[config.mk]
export PLATFORM = sky130hd
export DESIGN_NAME = ble_adv_sensor_record_parser_flat
export DESIGN_NICKNAME = d
export VERILOG_FILES = /design/src/rtl/bsrp_pkg.sv /design/src/rtl/bsrp_if.sv /design/src/rtl/ble_adv_sensor_record_parser.sv /design/src/rtl/bsrp_core.sv /design/src/flat_wrapper.sv
export VERILOG_INCLUDE_DIRS = /design/src /design/src/rtl
export SDC_FILE = /design/constraint.sdc
export NUM_CORES = 1
export LEC_CHECK = 0
export ABC_CLOCK_PERIOD_IN_PS = 14500
export BUFFER_PORTS_ARGS = -buffer_cell sky130_fd_sc_hd__buf_2
export CORE_MARGIN = 2
export CORE_UTILIZATION = 44
export CTS_CLUSTER_SIZE = 14
export DETAILED_ROUTE_END_ITERATION = 10
export PLACE_DENSITY_LB_ADDON = 0.3
export SLEW_MARGIN = 20
export SYNTH_ARGS = -nofsm -noshare
export SYNTH_HDL_FRONTEND = slang
export SYNTH_HIERARCHICAL = 1
export SYNTH_SLANG_ARGS = --single-unit
[constraint.sdc]
create_clock -name clk_i -period 14.5 [get_ports clk_i]
set_input_delay 0.725 -clock clk_i [delete_from_list [all_inputs] [get_ports clk_i]]
set_output_delay 0.725 -clock clk_i [all_outputs]
set_load 0.02 [all_outputs]
[src/rtl/ble_adv_sensor_record_parser_assert.svh]
// Assertion macros for the parser RTL, included by bsrp_core.
`ifndef BLE_ADV_SENSOR_RECORD_PARSER_ASSERT_SVH
`define BLE_ADV_SENSOR_RECORD_PARSER_ASSERT_SVH

// Checked only while out of reset.
`define BSRP_ASSERT(label, prop, msg) \
  label: assert property (@(posedge clk_i) disable iff (!rst_ni) (prop)) else $error(msg);

// Checked on every edge, reset included.
`define BSRP_ASSERT_ALWAYS(label, prop, msg) \
  label: assert property (@(posedge clk_i) (prop)) else $error(msg);

`endif

[src/rtl/bsrp_pkg.sv]
package bsrp_pkg;

  localparam logic [7:0]  MaxReportBytes = 8'd255;

  localparam logic [7:0]  AdTypeSvc16 = 8'h16;
  localparam logic [15:0] UuidSensor  = 16'hFCD2;

  localparam logic [7:0]  ObjBattery = 8'h01;
  localparam logic [7:0]  ObjTemp    = 8'h02;
  localparam logic [7:0]  ObjHumWord = 8'h03;
  localparam logic [7:0]  ObjVoltage = 8'h0C;
  localparam logic [7:0]  ObjMode    = 8'h0F;
  localparam logic [7:0]  ObjHumByte = 8'h2E;
  localparam logic [7:0]  ObjComp    = 8'h2F;

  localparam int unsigned MaskBatt  = 0;
  localparam int unsigned MaskTemp0 = 1;
  localparam int unsigned MaskTemp1 = 2;
  localparam int unsigned MaskTemp2 = 3;
  localparam int unsigned MaskHum   = 4;
  localparam int unsigned MaskHum1  = 5;
  localparam int unsigned MaskComp  = 6;
  localparam int unsigned MaskMode  = 7;

  typedef enum logic [11:0] {
    PhLen     = 12'b0000_0000_0001,
    PhType    = 12'b0000_0000_0010,
    PhSkip    = 12'b0000_0000_0100,
    PhUuidLo  = 12'b0000_0000_1000,
    PhUuidHi  = 12'b0000_0001_0000,
    PhHeader  = 12'b0000_0010_0000,
    PhId      = 12'b0000_0100_0000,
    PhVal1    = 12'b0000_1000_0000,
    PhValLo   = 12'b0001_0000_0000,
    PhValHi   = 12'b0010_0000_0000,
    PhObjSkip = 12'b0100_0000_0000,
    PhDone    = 12'b1000_0000_0000
  } bsrp_phase_e;

  typedef struct packed {
    logic               found;
    logic [7:0]         present_mask;
    logic [7:0]         battery_pct;
    logic signed [15:0] temp_now;
    logic signed [15:0] temp_hour_avg;
    logic signed [15:0] temp_four_hour_avg;
    logic signed [15:0] humidity_hundredths;
    logic [7:0]         humidity_hour_avg;
    logic [7:0]         comp_duty;
    logic [7:0]         mode_byte;
  } bsrp_result_t;

endpackage

[src/rtl/bsrp_if.sv]
interface bsrp_in_if;
  logic       valid;
  logic       ready;
  logic [7:0] data_byte;
  logic [7:0] report_length;
  logic       last_byte;

  modport source (output valid, output data_byte, output report_length, output last_byte,
                  input ready);
  modport sink   (input valid, input data_byte, input report_length, input last_byte,
                  output ready);
endinterface

interface bsrp_out_if;
  logic               valid;
  logic               ready;
  logic               found;
  logic [7:0]         present_mask;
  logic [7:0]         battery_pct;
  logic signed [15:0] temp_now;
  logic signed [15:0] temp_hour_avg;
  logic signed [15:0] temp_four_hour_avg;
  logic signed [15:0] humidity_hundredths;
  logic [7:0]         humidity_hour_avg;
  logic [7:0]         comp_duty;
  logic [7:0]         mode_byte;

  modport source (output valid, output found, output present_mask, output battery_pct,
                  output temp_now, output temp_hour_avg, output temp_four_hour_avg,
                  output humidity_hundredths, output humidity_hour_avg,
                  output comp_duty, output mode_byte, input ready);
  modport sink   (input valid, input found, input present_mask, input battery_pct,
                  input temp_now, input temp_hour_avg, input temp_four_hour_avg,
                  input humidity_hundredths, input humidity_hour_avg,
                  input comp_duty, input mode_byte, output ready);
endinterface

[src/rtl/ble_adv_sensor_record_parser.sv]
// Channel | Dir | Payload
// in_i    | in  | data_byte[7:0], report_length[7:0], last_byte
// out_o   | out | found, present_mask, battery_pct, temps x3, humidity x2,
//         |     | comp_duty, mode_byte
// One byte per cycle unless the input stalls: input register, parser state update, result register.
// After the last byte is transferred, it waits in the input register and the result register then captures the result.
// The input stalls only when a last byte waits, the result register is full
// and out_o.ready is low.
// rst_ni clears the parser to await the first structure length.
module ble_adv_sensor_record_parser (
  input  logic          clk_i,
  input  logic          rst_ni,
  bsrp_in_if.sink       in_i,
  bsrp_out_if.source    out_o
);
  import bsrp_pkg::*;

  logic         in_valid_q;
  logic [7:0]   data_q;
  logic [7:0]   len_q;
  logic         last_q;
  logic         out_valid_q;
  bsrp_result_t out_q;
  bsrp_result_t res;
  logic         out_free;
  logic         take;

  assign out_free   = !out_valid_q || out_o.ready;
  assign take       = in_valid_q && (!last_q || out_free);
  assign in_i.ready = !in_valid_q || take;

  always_ff @(posedge clk_i or negedge rst_ni) begin
    if (!rst_ni) begin
      in_valid_q <= 1'b0;
    end else if (in_i.ready) begin
      in_valid_q <= in_i.valid;
    end
  end

  always_ff @(posedge clk_i) begin
    if (in_i.ready && in_i.valid) begin
      data_q <= in_i.data_byte;
      len_q  <= in_i.report_length;
      last_q <= in_i.last_byte;
    end
  end

  bsrp_core u_core (
    .clk_i  (clk_i),
    .rst_ni (rst_ni),
    .take_i (take),
    .data_i (data_q),
    .len_i  (len_q),
    .last_i (last_q),
    .res_o  (res)
  );

  always_ff @(posedge clk_i or negedge rst_ni) begin
    if (!rst_ni) begin
      out_valid_q <= 1'b0;
    end else if (take && last_q) begin
      out_valid_q <= 1'b1;
    end else if (out_o.ready) begin
      out_valid_q <= 1'b0;
    end
  end

  always_ff @(posedge clk_i) begin
    if (take && last_q) begin
      out_q <= res;
    end
  end

  assign out_o.valid               = out_valid_q;
  assign out_o.found               = out_q.found;
  assign out_o.present_mask        = out_q.present_mask;
  assign out_o.battery_pct         = out_q.battery_pct;
  assign out_o.temp_now            = out_q.temp_now;
  assign out_o.temp_hour_avg       = out_q.temp_hour_avg;
  assign out_o.temp_four_hour_avg  = out_q.temp_four_hour_avg;
  assign out_o.humidity_hundredths = out_q.humidity_hundredths;
  assign out_o.humidity_hour_avg   = out_q.humidity_hour_avg;
  assign out_o.comp_duty           = out_q.comp_duty;
  assign out_o.mode_byte           = out_q.mode_byte;

endmodule

[src/rtl/bsrp_core.sv]
`include "ble_adv_sensor_record_parser_assert.svh"

module bsrp_core (
  input  logic                  clk_i,
  input  logic                  rst_ni,
  input  logic                  take_i,
  input  logic [7:0]            data_i,
  input  logic [7:0]            len_i,
  input  logic                  last_i,
  output bsrp_pkg::bsrp_result_t res_o
);
  import bsrp_pkg::*;

  bsrp_phase_e  phase_q, phase_d;
  logic [7:0]   pos_q, pos_d;
  logic [7:0]   rem_q, rem_d;
  logic         svc_ok_q, svc_ok_d;
  logic [7:0]   cur_q, cur_d;
  logic [7:0]   hold_q, hold_d;
  logic [1:0]   tcnt_q, tcnt_d;
  logic         bhum_q, bhum_d;
  bsrp_result_t fields_q, fields_d;

  logic         active;
  logic [7:0]   rem_dec;
  logic [7:0]   hold_dec;
  logic [8:0]   pos_inc;
  logic [9:0]   struct_end;
  logic [15:0]  hum100;
  logic [15:0]  word_val;

  assign active = (len_i != 8'd0) && (len_i <= MaxReportBytes) && (pos_q < len_i) &&
                  (phase_q != PhDone);
  assign rem_dec    = (rem_q != 8'd0) ? rem_q - 8'd1 : 8'd0;
  assign hold_dec   = (hold_q != 8'd0) ? hold_q - 8'd1 : 8'd0;
  assign pos_inc    = {1'b0, pos_q} + 9'd1;
  assign struct_end = {2'b00, pos_q} + 10'd1 + {2'b00, data_i};
  assign hum100     = {8'h00, data_i} * 16'd100;
  assign word_val   = {data_i, hold_q};

  always_comb begin
    phase_d  = phase_q;
    pos_d    = pos_q;
    rem_d    = rem_q;
    svc_ok_d = svc_ok_q;
    cur_d    = cur_q;
    hold_d   = hold_q;
    tcnt_d   = tcnt_q;
    bhum_d   = bhum_q;
    fields_d = fields_q;

    if (take_i && active) begin
      unique case (phase_q)
        PhLen: begin
          if (pos_inc >= {1'b0, len_i} || data_i == 8'd0 || struct_end > {2'b00, len_i}) begin
            phase_d = PhDone;
          end else begin
            rem_d    = data_i;
            svc_ok_d = (data_i >= 8'd4);
            phase_d  = PhType;
          end
        end
        PhType: begin
          rem_d = rem_dec;
          if (data_i == AdTypeSvc16 && svc_ok_q) begin
            phase_d = PhUuidLo;
          end else begin
            phase_d = (rem_dec != 8'd0) ? PhSkip : PhLen;
          end
        end
        PhSkip: begin
          rem_d = rem_dec;
          if (rem_dec == 8'd0) begin
            phase_d = PhLen;
          end
        end
        PhUuidLo: begin
          rem_d   = rem_dec;
          hold_d  = data_i;
          phase_d = PhUuidHi;
        end
        PhUuidHi: begin
          rem_d = rem_dec;
          if (word_val == UuidSensor) begin
            fields_d.found = 1'b1;
            phase_d        = PhHeader;
          end else begin
            phase_d = (rem_dec != 8'd0) ? PhSkip : PhLen;
          end
        end
        PhHeader: begin
          rem_d   = rem_dec;
          phase_d = (rem_dec != 8'd0) ? PhId : PhDone;
        end
        PhId: begin
          rem_d   = rem_dec;
          cur_d   = data_i;
          phase_d = (rem_dec != 8'd0) ? PhId : PhDone;
          case (data_i) inside
            ObjBattery, ObjHumByte, ObjComp, ObjMode: begin
              if (rem_dec >= 8'd1) phase_d = PhVal1;
            end
            ObjTemp, ObjHumWord: begin
              if (rem_dec >= 8'd2) phase_d = PhValLo;
            end
            ObjVoltage: begin
              if (rem_dec >= 8'd1) begin
                hold_d  = (rem_dec >= 8'd2) ? 8'd2 : 8'd1;
                phase_d = PhObjSkip;
              end
            end
            default: begin
              if (rem_dec >= 8'd1) begin
                hold_d  = 8'd1;
                phase_d = PhObjSkip;
              end
            end
          endcase
        end
        PhVal1: begin
          rem_d   = rem_dec;
          phase_d = (rem_dec != 8'd0) ? PhId : PhDone;
          case (cur_q)
            ObjBattery: begin
              fields_d.battery_pct            = data_i;
              fields_d.present_mask[MaskBatt] = 1'b1;
            end
            ObjHumByte: begin
              if (!bhum_q) begin
                if (!fields_q.present_mask[MaskHum]) begin
                  fields_d.humidity_hundredths   = hum100;
                  fields_d.present_mask[MaskHum] = 1'b1;
                end
              end else begin
                fields_d.humidity_hour_avg      = data_i;
                fields_d.present_mask[MaskHum1] = 1'b1;
              end
              bhum_d = 1'b1;
            end
            ObjComp: begin
              fields_d.comp_duty              = data_i;
              fields_d.present_mask[MaskComp] = 1'b1;
            end
            ObjMode: begin
              fields_d.mode_byte              = data_i;
              fields_d.present_mask[MaskMode] = 1'b1;
            end
            default: ;
          endcase
        end
        PhValLo: begin
          rem_d   = rem_dec;
          hold_d  = data_i;
          phase_d = PhValHi;
        end
        PhValHi: begin
          rem_d   = rem_dec;
          phase_d = (rem_dec != 8'd0) ? PhId : PhDone;
          if (cur_q == ObjTemp) begin
            case (tcnt_q)
              2'd0: begin
                fields_d.temp_now                = word_val;
                fields_d.present_mask[MaskTemp0] = 1'b1;
              end
              2'd1: begin
                fields_d.temp_hour_avg           = word_val;
                fields_d.present_mask[MaskTemp1] = 1'b1;
              end
              default: begin
                fields_d.temp_four_hour_avg      = word_val;
                fields_d.present_mask[MaskTemp2] = 1'b1;
              end
            endcase
            if (tcnt_q < 2'd2) tcnt_d = tcnt_q + 2'd1;
          end else begin
            fields_d.humidity_hundredths   = word_val;
            fields_d.present_mask[MaskHum] = 1'b1;
          end
        end
        PhObjSkip: begin
          rem_d  = rem_dec;
          hold_d = hold_dec;
          if (rem_dec == 8'd0) begin
            phase_d = PhDone;
          end else if (hold_dec == 8'd0) begin
            phase_d = PhId;
          end
        end
        default: phase_d = PhDone;
      endcase
    end

    if (take_i && pos_q != 8'hFF) begin
      pos_d = pos_q + 8'd1;
    end
  end

  assign res_o = fields_d;

  always_ff @(posedge clk_i or negedge rst_ni) begin
    if (!rst_ni) begin
      phase_q  <= PhLen;
      pos_q    <= '0;
      rem_q    <= '0;
      svc_ok_q <= 1'b0;
      cur_q    <= '0;
      hold_q   <= '0;
      tcnt_q   <= '0;
      bhum_q   <= 1'b0;
      fields_q <= '0;
    end else if (take_i && last_i) begin
      phase_q  <= PhLen;
      pos_q    <= '0;
      rem_q    <= '0;
      svc_ok_q <= 1'b0;
      cur_q    <= '0;
      hold_q   <= '0;
      tcnt_q   <= '0;
      bhum_q   <= 1'b0;
      fields_q <= '0;
    end else begin
      phase_q  <= phase_d;
      pos_q    <= pos_d;
      rem_q    <= rem_d;
      svc_ok_q <= svc_ok_d;
      cur_q    <= cur_d;
      hold_q   <= hold_d;
      tcnt_q   <= tcnt_d;
      bhum_q   <= bhum_d;
      fields_q <= fields_d;
    end
  end

  `BSRP_ASSERT(a_clear_after_last, take_i && last_i |=> phase_q == PhLen && !fields_q.found && pos_q == 8'd0, "state not cleared after report end")
  `BSRP_ASSERT_ALWAYS(a_mask_needs_found, fields_q.present_mask != 8'd0 |-> fields_q.found, "object decoded without lock")
  `BSRP_ASSERT(a_temp_order, fields_q.present_mask[MaskTemp2] |-> fields_q.present_mask[MaskTemp1] && fields_q.present_mask[MaskTemp0], "temperature slots out of order")
  `BSRP_ASSERT_ALWAYS(a_tcnt_sat, tcnt_q != 2'd3, "temperature count overflow")

endmodule
[src/flat_wrapper.sv]
// flat-port wrapper written by rule: the top's interface ports become plain ports
module ble_adv_sensor_record_parser_flat import bsrp_pkg::*;
  (clk_i, rst_ni, in_i_valid, in_i_data_byte, in_i_report_length, in_i_last_byte, in_i_ready, out_o_valid, out_o_found, out_o_present_mask, out_o_battery_pct, out_o_temp_now, out_o_temp_hour_avg, out_o_temp_four_hour_avg, out_o_humidity_hundredths, out_o_humidity_hour_avg, out_o_comp_duty, out_o_mode_byte, out_o_ready);
  bsrp_in_if in_i_i ();
  bsrp_out_if out_o_i ();
  input  logic clk_i;
  input  logic rst_ni;
  input wire logic [$bits(in_i_i.valid)-1:0] in_i_valid;
  input wire logic [$bits(in_i_i.data_byte)-1:0] in_i_data_byte;
  input wire logic [$bits(in_i_i.report_length)-1:0] in_i_report_length;
  input wire logic [$bits(in_i_i.last_byte)-1:0] in_i_last_byte;
  output wire logic [$bits(in_i_i.ready)-1:0] in_i_ready;
  output wire logic [$bits(out_o_i.valid)-1:0] out_o_valid;
  output wire logic [$bits(out_o_i.found)-1:0] out_o_found;
  output wire logic [$bits(out_o_i.present_mask)-1:0] out_o_present_mask;
  output wire logic [$bits(out_o_i.battery_pct)-1:0] out_o_battery_pct;
  output wire logic [$bits(out_o_i.temp_now)-1:0] out_o_temp_now;
  output wire logic [$bits(out_o_i.temp_hour_avg)-1:0] out_o_temp_hour_avg;
  output wire logic [$bits(out_o_i.temp_four_hour_avg)-1:0] out_o_temp_four_hour_avg;
  output wire logic [$bits(out_o_i.humidity_hundredths)-1:0] out_o_humidity_hundredths;
  output wire logic [$bits(out_o_i.humidity_hour_avg)-1:0] out_o_humidity_hour_avg;
  output wire logic [$bits(out_o_i.comp_duty)-1:0] out_o_comp_duty;
  output wire logic [$bits(out_o_i.mode_byte)-1:0] out_o_mode_byte;
  input wire logic [$bits(out_o_i.ready)-1:0] out_o_ready;
  assign in_i_i.valid = in_i_valid;
  assign in_i_i.data_byte = in_i_data_byte;
  assign in_i_i.report_length = in_i_report_length;
  assign in_i_i.last_byte = in_i_last_byte;
  assign in_i_ready = in_i_i.ready;
  assign out_o_valid = out_o_i.valid;
  assign out_o_found = out_o_i.found;
  assign out_o_present_mask = out_o_i.present_mask;
  assign out_o_battery_pct = out_o_i.battery_pct;
  assign out_o_temp_now = out_o_i.temp_now;
  assign out_o_temp_hour_avg = out_o_i.temp_hour_avg;
  assign out_o_temp_four_hour_avg = out_o_i.temp_four_hour_avg;
  assign out_o_humidity_hundredths = out_o_i.humidity_hundredths;
  assign out_o_humidity_hour_avg = out_o_i.humidity_hour_avg;
  assign out_o_comp_duty = out_o_i.comp_duty;
  assign out_o_mode_byte = out_o_i.mode_byte;
  assign out_o_i.ready = out_o_ready;
  ble_adv_sensor_record_parser u_core (.clk_i(clk_i), .rst_ni(rst_ni), .in_i(in_i_i), .out_o(out_o_i));
endmodule
==> flow_summary.json <==
{
  "cp_slowest_stage_delay_ns": 0.63,
  "syn_area_per_cell_sq_um": 12.3,
  "max_freq_ghz": 0.236,
  "sw_frac_of_total": 0.297,
  "synth-async-reset-ratio": 0.560,
  "setup-tns-final_ns": 0,
  "dp_hpwl_um": 21700,
  "p_leak_nw": 7.13,
  "outcome": "completed",
  "start_util": 0.446,
  "synthTopCellsByCount": "154 x dfrtp_1, 122 x edfxtp_1, 108 x and2_1, 81 x ha_1, 59 x nor2_1",
  "clkLatencyLatePin_ns": 0.57,
  "rows": 65,
  "ys_types": 84,
  "die_x_um": 183,
  "via_count": 9211,
  "grt_max_degree": 90,
  "met2_usage": 0.324,
  "pwr-share-comb": 0.187,
  "post-route-min-period_ns": 4.24,
  "nets": 1364,
  "synth-seq-area-share": 0.536,
  "end_kind": "flip-flop",
  "place_area_sq_mm": 0.0150,
  "postCtsResizedCells": 0,
  "hold_viol": 0,
  "grt.busiest_layer": "met2",
  "synth_top_area_frac": 0.274,
  "max_slew_margin": 0.266,
  "cts_made_buffers": 30,
  "netlist_area_sq_mm": 0.0141,
  "synth_area_leaders": "dfrtp_1 27%, edfxtp_1 26%, ha_1 7.2%",
  "antenna_found_initial": 0,
  "cp_max_fo": 14,
  "io_pins": 128,
  "setup_viol": 0,
  "critical_path_class": "flip-flop to flip-flop",
  "synth-main-ff-cell": "dfrtp_1",
  "crit_family": "compound AO/OA/AOI/OAI gates",
  "cts_setup_buffers": 0,
  "worstPathRequired_ns": 14.97,
  "antenna_cells": 0,
  "hold_path_class": "input port to async pin",
  "grt_pass1_vias": 9315,
  "start_kind": "flip-flop",
  "area_delta_synth_final_pct": 13.4,
  "totalWireLength_um": 32600,
  "grt_pass1_wl_um": 52300,
  "synth_edf_count": 122,
  "cts_htree_levels": 1,
  "multiInputGateArea_sq_mm": 0.00605,
  "gp_congestion": 0.868,
  "grt.total_usage": 0.198,
  "synth.most_common_cell": "dfrtp_1",
  "internal_power_mw": 1.41,
  "drt_iter0_markers": 816,
  "worst_ir_drop_vdd_v": 0.000107,
  "cts-hold-fix-buffers": 0,
  "core_sq_mm": 0.0316,
  "numClockSinks": 277,
  "hold_slack_ns": 0.216,
  "synth-seq-cells": 277,
  "yosysWarnings": 6,
  "overflow": 0,
  "root_buffer": "clkbuf_16",
  "use_met3": 0.0363,
  "synth_nets": 1254,
  "period_share": 0.292,
  "cp_common_cell": "a211oi_1",
  "fin_area_sq_mm": 0.0160,
  "crit_arrival_ns": 4.71,
  "nFillCells": 2769,
  "drive_above_1_share": 0.243,
  "crit_chain": "inv_1, ha_1, inv_1, fa_1, a211oi_1, o21bai_1, a21oi_1, xnor2_1, ha_1, nand4_1, o22ai_1, a31o_2, o2111a_1, o21ai_2, a211oi_1, a211oi_1",
  "drv_cap": 0,
  "die_area_sq_mm": 0.0334,
  "worstMarginPinSlew_ns": 1.10,
  "clkTransAtPathRegs_ns": 0.06,
  "crit_buf_inv": 2,
  "power_mw": 2.00,
  "routedWlPerCell_um": 19.3,
  "slew_violations": 0,
  "io_buffers": 127,
  "seq_power_share": 0.445,
  "ant_nets": 0,
  "post-route-drc-count": 0,
  "cp_slowest_cell": "edfxtp_1",
  "register_area_sq_mm": 0.00754,
  "via_per_inst": 5.47,
  "synth_cells": 1148,
  "p_per_area_mw_per_mm2": 125,
  "synth_largest_area_cell": "dfrtp_1",
  "clk_path_buf_depth": 3,
  "drt_first_pass_iters": 6,
  "grt_setup_unrepaired": "no",
  "p_switching_mw": 0.595,
  "use_met1": 0.275,
  "cts_tree": "done",
  "clockPowerShare": 0.368,
  "fin_worst_skew_ns": 0.0174,
  "die_h_um": 183
}
metal layers:
metal	vias up	share of wire	wire [um]
met1	4539	0.46	14900
met4	0	0.022	702
li1	4365	-	-
met3	55	0.055	1780
met5	-	0	0
met2	252	0.47	15200
final timing paths:
kind / startpoint / to / slack [ns] / cells past startpoint
max: u_core/data_q[0] / u_core/u_core/rem_q[1] / 10.26 / 16
min: rst_ni / u_core/out_o.valid / 0.22 / 1
max reg2reg: u_core/data_q[0] / u_core/u_core/rem_q[1] / 10.26 / 16
min reg2reg: u_core/u_core/fields_q[38] / u_core/u_core/fields_q[38] / 0.52 / 2
max in group asynchronous: rst_ni / u_core/u_core/tcnt_q[0] / 12.86 / 2
min in group clk_i: in_i_report_length[5] / u_core/len_q[5] / 0.33 / 1
cells by family (layout without fill, tap and decap cells):
family	after synthesis	after routing	synth area share
mux	99	99	0.0848
flops	277	277	0.536
buf+inv	102	236	0.0348
fa+ha+maj	85	85	0.0777
simple gates	389	389	0.166
compound gates	163	163	0.0802
xor+xnor	33	33	0.0205
cell type report:
type                    count  share of cell area
flip-flops and latches    277               0.473
well taps                 402              0.0315
repair buffers            138              0.0454
multi-input cells         769               0.379
clock inverters            16             0.00918
inverters                  42             0.00988
clock buffers              40              0.0519
state kept, by name (all words and copies together) (netlist names), 2 cells and up:
name and cells:
u_core/data_q 8, u_core/len_q 8, u_core/out_o.battery_pct 8, u_core/out_o.comp_duty 8, u_core/out_o.humidity_hour_avg 8, u_core/out_o.humidity_hundredths 16
u_core/out_o.mode_byte 8, u_core/out_o.present_mask 8, u_core/out_o.temp_four_hour_avg 16, u_core/out_o.temp_hour_avg 16, u_core/out_o.temp_now 16, u_core/u_core/cur_q 8
u_core/u_core/fields_q 105, u_core/u_core/hold_q 8, u_core/u_core/phase_q 12, u_core/u_core/pos_q 8, u_core/u_core/rem_q 8, u_core/u_core/tcnt_q 2
stage by stage:
stage / std cells / setup slack, ns / utilization
final: 1684 / 10.26 / 0.506
after global placement: 1628 / 10.46 / 0.475
after CTS: 1684 / 10.26 / 0.506
after global routing: 1684 / 9.81 / 0.506
after detailed placement: 1628 / 10.31 / 0.475
after floorplan: 1148 / 8.77 / -
worst register-to-register path, delay by kind of cell, from the launching register on:
family	cells	cell delay, ns
buffers and inverters	2	0.36
flip-flops	1	0.63
AO/OA/AOI/OAI	9	2.03
AND/OR/NAND/NOR	1	0.11
adder cells (fa/ha/maj)	3	0.88
XOR/XNOR	1	0.16
placed cells by master (no fill, tap or decap), types with 9 or more instances in the layout:
master and instances:
nor2_1 58, and2_1 108, nand2_1 51, nor4_1 13, o21ai_0 29, nand3_1 25
nand4_1 9, o31ai_1 9, inv_1 42, mux2_4 27, ha_1 81, buf_4 11
a21oi_1 34, a211oi_1 11, nand2b_1 12, mux2_2 54, xor2_1 18, buf_2 126
nor3_1 29, mux2i_1 18, nor2b_1 11, edfxtp_1 122, dfrtp_1 154, a22oi_1 10
xnor2_1 15, clkbuf_16 30
power by group through the flow:
stage	logic, mW	registers (mW)	clock network (mW)
5_1_grt	0.423	0.896	0.788
3_5_place_dp	0.372	0.906	0
4_1_cts	0.375	0.891	0.753
2_1_floorplan	0.275	0.908	0
6_report	0.374	0.891	0.737
3_3_place_gp	0.368	0.906	0
Note: power is estimated with default switching activity, not from simulation.
